`src/rtl/core/mpec_pkg.sv`:
```
`default_nettype none

package mpec_pkg;

    // Field and fixed-point widths.
    localparam int COORD_W   = 10;
    localparam int ITER_W    = 13;
    localparam int FIX_W     = 32;
    localparam int FRAC_W    = 28;
    localparam int STEP_W    = 31;
    localparam int CFG_W     = 32;
    localparam int CFG_IDX_W = 3;
    localparam int WIDE_W    = 44;
    localparam int MAX_ITER  = 4096;

    // Escape bound |z|^2 > 4.0 in Q4.28.
    localparam longint ESCAPE_BOUND = longint'(4) << FRAC_W;

    // Configuration register indexes.
    localparam logic [CFG_IDX_W-1:0] CFG_ORIGIN_X = 3'd0;
    localparam logic [CFG_IDX_W-1:0] CFG_ORIGIN_Y = 3'd1;
    localparam logic [CFG_IDX_W-1:0] CFG_STEP_X   = 3'd2;
    localparam logic [CFG_IDX_W-1:0] CFG_STEP_Y   = 3'd3;
    localparam logic [CFG_IDX_W-1:0] CFG_LIMIT    = 3'd4;

    // Reset values of the configuration registers.
    localparam logic signed [FIX_W-1:0] ORIGIN_X_RST = -32'sd64290293;
    localparam logic signed [FIX_W-1:0] ORIGIN_Y_RST = 32'sd177167401;
    localparam logic [STEP_W-1:0]       STEP_X_RST   = 31'd3146;
    localparam logic [STEP_W-1:0]       STEP_Y_RST   = 31'd3146;
    localparam logic [ITER_W-1:0]       LIMIT_RST    = 13'd4096;

    // Colour ramp: quotients come from a reciprocal multiply plus one correction.
    localparam int RECIP_SHIFT = 24;
    localparam int RECIP_ONE   = 1 << RECIP_SHIFT;
    localparam int NUM_W       = 17;
    localparam int DIV_W       = 11;
    localparam int RECIP_W     = 25;
    localparam int QUO_W       = 7;

    localparam logic [RECIP_W-1:0] RECIP_1    = RECIP_W'(RECIP_ONE);
    localparam logic [RECIP_W-1:0] RECIP_126  = RECIP_W'(RECIP_ONE / 126);
    localparam logic [RECIP_W-1:0] RECIP_127  = RECIP_W'(RECIP_ONE / 127);
    localparam logic [RECIP_W-1:0] RECIP_255  = RECIP_W'(RECIP_ONE / 255);
    localparam logic [RECIP_W-1:0] RECIP_511  = RECIP_W'(RECIP_ONE / 511);
    localparam logic [RECIP_W-1:0] RECIP_1023 = RECIP_W'(RECIP_ONE / 1023);
    localparam logic [RECIP_W-1:0] RECIP_2047 = RECIP_W'(RECIP_ONE / 2047);

    localparam logic [7:0] ALPHA_OPAQUE = 8'd255;
    localparam logic [7:0] CHAN_FULL    = 8'd255;

    // Sequencer states.
    typedef enum logic [2:0] {
        ST_IDLE,
        ST_MUL,
        ST_UPD,
        ST_COL1,
        ST_COL2
    } state_t;

    // Request from the sequencer to the colour unit.
    typedef struct packed {
        logic              load;
        logic [ITER_W-1:0] count;
        logic [ITER_W-1:0] limit;
    } col_req_t;

    // One linear piece of the ramp: value = base + num / div.
    typedef struct packed {
        logic [NUM_W-1:0]   num;
        logic [DIV_W-1:0]   div;
        logic [RECIP_W-1:0] recip;
        logic [7:0]         base;
        logic               green;
    } ramp_seg_t;

    // Picks the ramp piece for an iteration count.
    function automatic ramp_seg_t ramp_seg(input logic [ITER_W-1:0] count);
        ramp_seg_t s;
        s = '0;
        if (count < 13'd64)
        begin
            s.num   = NUM_W'({count, 1'b0});
            s.div   = 11'd1;
            s.recip = RECIP_1;
            s.base  = 8'd0;
        end
        else if (count < 13'd128)
        begin
            s.num   = NUM_W'(count - 13'd64) * 17'd128;
            s.div   = 11'd126;
            s.recip = RECIP_126;
            s.base  = 8'd128;
        end
        else if (count < 13'd256)
        begin
            s.num   = NUM_W'(count - 13'd128) * 17'd62;
            s.div   = 11'd127;
            s.recip = RECIP_127;
            s.base  = 8'd193;
        end
        else if (count < 13'd512)
        begin
            s.num   = NUM_W'(count - 13'd256) * 17'd62;
            s.div   = 11'd255;
            s.recip = RECIP_255;
            s.base  = 8'd1;
            s.green = 1'b1;
        end
        else if (count < 13'd1024)
        begin
            s.num   = NUM_W'(count - 13'd512) * 17'd63;
            s.div   = 11'd511;
            s.recip = RECIP_511;
            s.base  = 8'd64;
            s.green = 1'b1;
        end
        else if (count < 13'd2048)
        begin
            s.num   = NUM_W'(count - 13'd1024) * 17'd63;
            s.div   = 11'd1023;
            s.recip = RECIP_1023;
            s.base  = 8'd128;
            s.green = 1'b1;
        end
        else
        begin
            s.num   = NUM_W'(count - 13'd2048) * 17'd63;
            s.div   = 11'd2047;
            s.recip = RECIP_2047;
            s.base  = 8'd192;
            s.green = 1'b1;
        end
        return s;
    endfunction

    // Saturates a wide signed value to the signed 32-bit range.
    function automatic logic signed [FIX_W-1:0] sat32(input logic signed [WIDE_W-1:0] v);
        logic signed [FIX_W-1:0] r;
        if ((&v[WIDE_W-1:FIX_W-1]) || !(|v[WIDE_W-1:FIX_W-1]))
        begin
            r = v[FIX_W-1:0];
        end
        else if (v[WIDE_W-1])
        begin
            r = {1'b1, {(FIX_W-1){1'b0}}};
        end
        else
        begin
            r = {1'b0, {(FIX_W-1){1'b1}}};
        end
        return r;
    endfunction

endpackage

`default_nettype wire

```
`src/rtl/core/mpec_color.sv`:
```
`default_nettype none

// Two-stage colour ramp. Stage one picks the ramp piece and forms an
// estimate of the quotient by a reciprocal multiply; stage two corrects
// the estimate by one and packs the colour word.
module mpec_color (
    input  wire logic              clk,
    input  wire mpec_pkg::col_req_t req,
    output logic [31:0]            rgba
);
    import mpec_pkg::*;

    ramp_seg_t                 seg;
    logic [NUM_W+RECIP_W-1:0]  est_prod;

    logic [NUM_W-1:0]          num_reg;
    logic [DIV_W-1:0]          div_reg;
    logic [7:0]                base_reg;
    logic                      green_reg;
    logic                      black_reg;
    logic [QUO_W-1:0]          quo_reg;

    logic [NUM_W:0]            quo_div;
    logic [NUM_W:0]            rem;
    logic                      fix;
    logic [7:0]                chan;
    logic [7:0]                red;
    logic [7:0]                green;

    // Stage one: segment select and quotient estimate.
    always_comb
    begin
        seg      = ramp_seg(req.count);
        est_prod = (NUM_W+RECIP_W)'(seg.num) * (NUM_W+RECIP_W)'(seg.recip);
    end

    always_ff @(posedge clk)
    begin
        if (req.load)
        begin
            num_reg   <= seg.num;
            div_reg   <= seg.div;
            base_reg  <= seg.base;
            green_reg <= seg.green;
            black_reg <= !(req.count < req.limit);
            quo_reg   <= est_prod[RECIP_SHIFT+QUO_W-1:RECIP_SHIFT];
        end
    end

    // Stage two: the estimate is at most one low.
    always_comb
    begin
        quo_div = (NUM_W+1)'(quo_reg) * (NUM_W+1)'(div_reg);
        rem     = (NUM_W+1)'(num_reg) - quo_div;
        fix     = (rem >= (NUM_W+1)'(div_reg));
        chan    = base_reg + 8'(quo_reg) + 8'(fix);
        red     = green_reg ? CHAN_FULL : chan;
        green   = green_reg ? chan : 8'd0;
        if (black_reg)
        begin
            rgba = {24'd0, ALPHA_OPAQUE};
        end
        else
        begin
            rgba = {red, green, 8'd0, ALPHA_OPAQUE};
        end
    end

endmodule

`default_nettype wire

```
`config.mk`:
```
export PLATFORM = sky130hd
export DESIGN_NAME = mpec_color
export DESIGN_NICKNAME = d
export VERILOG_FILES = /design/src/rtl/core/mpec_pkg.sv /design/src/rtl/core/mpec_color.sv
export SDC_FILE = /design/constraint.sdc
export NUM_CORES = 1
export LEC_CHECK = 0
export ABC_AREA = 1
export BUFFER_PORTS_ARGS = -buffer_cell sky130_fd_sc_hd__buf_4
export CAP_MARGIN = 20
export CORE_ASPECT_RATIO = 0.75
export CORE_MARGIN = 2
export CORE_UTILIZATION = 60
export DETAILED_ROUTE_END_ITERATION = 8
export PLACE_DENSITY = 0.8
export SLEW_MARGIN = 30
export SYNTH_ARGS = -nofsm -noshare
export SYNTH_HDL_FRONTEND = slang
export SYNTH_SLANG_ARGS = --single-unit
```
`constraint.sdc`:
```
create_clock -name clk -period 13.4 [get_ports clk]
set_input_delay 3.35 -clock clk [delete_from_list [all_inputs] [get_ports clk]]
set_output_delay 3.35 -clock clk [all_outputs]
set_load 0.01 [all_outputs]
```
==> metrics.yaml <==
detailed_routing:
  remaining_drc_errors: 0
  detail_route.vias_per_cell: 5.49
  detail-route-antenna-nets: 0
  dr_total_vias: 17475
  route.detailed.wl_per_inst_um: 20.4
  dr.pass1.iters: 6
  drtIter0Drc: 1742
  route.final.wire_length_um: 65100
clock_network:
  cts_max_level: 2
  cts_made_buffers: 5
  cts_root_buf: "clkbuf_16"
  cts_tree: "yes"
  cts.sinks: 34
  cts-root-to-sink-buffers: 2
  clkTransAtPathRegs_ns: 0.05
  cts_hold_repair.buffers: 0
die:
  dieArea_um2: 34700
  design.core.area_um2: 32500
  die_x_um: 214
  initial_util_pct: 61.3
  die_h_um: 162
  boundaryPins: 60
  placementRows: 57
sta:
  achievable-frequency_ghz: 0.0764
  period_minus_slack_ns: 13.09
  tns_ns: 0
  rsz_0062_raised_after_global_routing: "true"
  worst_slew_margin_rel_pct: 38.6
  setup_viol: 0
  finalMaxSlewViolations: 0
  min_period_over_period_pct: 97.7
  tightest_slew_ns: 0.915
  hold_violation_count_in_the_final_report: 0
  fin_worst_hold_slack_ns: 3.54
global_route:
  grt_first_pass_wirelength_um: 101000
  first_global_vias: 17719
  grt_usage_pct: 38.4
  grt_max_degree: 35
  global_route.overflow_total: 0
  antenna_found_initial: 0
worst_setup_path:
  criticalPathCategory: "input pin to flip-flop"
  worst-path-max-fanout: 5
  worst-endpoint-required_ns: 13.41
  endpoint_kind: "flip-flop"
  critPathLaunchType: "input pin"
  critPathMaxStageDelay_ns: 0.59
  cpLargestDelayFamily: "adder cells"
  worst-endpoint-arrival_ns: 13.10
  critPathBufInv: 9
  slowest_stage: "fa_1"
  critical-path-top-cell-by-count: "fa_1"
cells_and_area:
  largest_register_ff_count: 17
  flow.area_growth_from_synthesis_pct: 11.4
  end_of_flow_core_utilization_pct: 68.3
  final_antenna_diode_count: 0
  layout_cells_sized_above_1_pct: 10.5
  layout.filler_cells: 2691
  nNetsFinal: 3401
placed_design:
  globalplace.congestion: 1.04
  port_buffers: 43
  dp_hpwl_um: 57500
synthesis:
  netlist_instances: 2541
  ys.warnings.count: 0
  seq_area_frac_synth_pct: 5.12
  asyncSetResetFlopFracSynth_pct: 0
  ys_types: 52
  synth-seq-cells: 34
  top_flip_flop_cell_by_instance_count_after_synthesis: "edfxtp_1"
  postSynthAreaPerCell_um2: 7.85
  synth_area_um2: 19900
  post_synth_edffs: 34
hold_path:
  worst_hold_class: "input pin to flip-flop"
status:
  status: "completed"
job:
  maxCapViolCount: 0
## Yosys cell counts, types with 3 or more instances
library cell / instances / area, um2
o31ai_1: 5 / 37.5
o21ai_1: 11 / 55.1
o21ai_0: 55 / 275
nor3_1: 23 / 115
nand3b_1: 6 / 45.0
inv_1: 761 / 2860
fa_1: 342 / 6850
nor4_1: 3 / 18.8
o21a_1: 4 / 30.0
edfxtp_1: 34 / 1020
buf_4: 16 / 120
o21bai_1: 14 / 105
a21oi_1: 107 / 536
nor2_1: 184 / 691
ha_1: 290 / 3630
nand2_1: 358 / 1340
o22ai_1: 7 / 43.8
nand2_2: 4 / 25.0
xnor2_1: 42 / 368
nor2_2: 5 / 31.3
a211oi_1: 3 / 22.5
nand3_1: 89 / 445
inv_2: 20 / 75.1
o211ai_1: 4 / 30.0
o2111ai_1: 4 / 35.0
xor2_1: 54 / 473
buf_2: 7 / 35.0
clkbuf_1: 19 / 71.3
a31oi_1: 7 / 43.8
a21o_1: 10 / 75.1
nand4_1: 22 / 138
## cell type report
cell class | count | area [um2] | share of cell area [%]
clock buffers | 5 | 125 | 0.564
clock inverters | 2 | 10.0 | 0.0451
inverters | 783 | 2960 | 13.3
multi-input cells | 1716 | 16000 | 72.2
flip-flops and latches | 34 | 1020 | 4.60
well taps | 442 | 553 | 2.49
repair buffers | 201 | 1510 | 6.81
## timing repair
action / 4_1_cts / 5_1_grt
setup buffers: 0 / 7
resized for setup: 0 / 44
setup endpoints to repair: 0 / 7
## stage by stage
step | setup slack (ns) | instance area [um2] | cells
finish | 0.312 | 22200 | 3183
detailed placement | -0.200 | 21800 | 3169
CTS | 0.0627 | 22000 | 3176
global route | -0.0321 | 22200 | 3183
global placement | -0.0748 | 21800 | 3169
floorplan | 0.521 | 20100 | 2575
## logic make-up after synthesis
kind of cell / after synthesis / share of synthesized area [%]
fa+ha+maj: 632 / 52.5
compound gates: 248 / 7.27
xor+xnor: 100 / 4.62
buf+inv: 825 / 15.9
other cells: 2 / 0.0377
simple gates: 700 / 14.5
flops: 34 / 5.12
## cell usage in the layout (no fill, tap or decap), types with 5 or more instances in the layout
| master | synthesis | layout |
|---|---|---|
| a21o_1 | 10 | 10 |
| a21oi_1 | 107 | 102 |
| a21oi_2 | 1 | 6 |
| a31oi_1 | 7 | 7 |
| buf_4 | 16 | 200 |
| clkbuf_16 | 0 | 5 |
| conb_1 | 2 | 36 |
| edfxtp_1 | 34 | 34 |
| fa_1 | 342 | 341 |
| ha_1 | 290 | 284 |
| inv_1 | 761 | 756 |
| inv_2 | 20 | 20 |
| nand2_1 | 358 | 354 |
| nand2_2 | 4 | 8 |
| nand3_1 | 89 | 86 |
| nand3_2 | 2 | 5 |
| nand3b_1 | 6 | 6 |
| nand4_1 | 22 | 22 |
| nor2_1 | 184 | 175 |
| nor2_2 | 5 | 13 |
| nor3_1 | 23 | 20 |
| o21ai_0 | 55 | 54 |
| o21ai_1 | 11 | 10 |
| o21bai_1 | 14 | 14 |
| o22ai_1 | 7 | 7 |
| o31ai_1 | 5 | 5 |
| xnor2_1 | 42 | 41 |
| xor2_1 | 54 | 54 |
## worst paths after layout
| path | from | slack (ns) | endpoint | depth (start not counted) |
|---|---|---|---|---|
| worst max-delay path | req[20] | 0.31 | quo_reg[4]$_DFFE_PP_ | 40 |
| worst min-delay path | req[26] | 3.54 | num_reg[0]$_DFFE_PP_ | 1 |
## routing by layer
metal  global-route usage (%)  part of all wire, %  up-vias
li1                         -                    -     7971
met1                     59.3                   46     8482
met2                     54.0                   40      952
met3                     11.8                   14       70
met4                     4.58                  1.3        0
met5                        0                    0        -
Power is left out: the tool's default activity adds up to more than one toggle a clock period on the data nets, which glitch-free logic cannot reach.
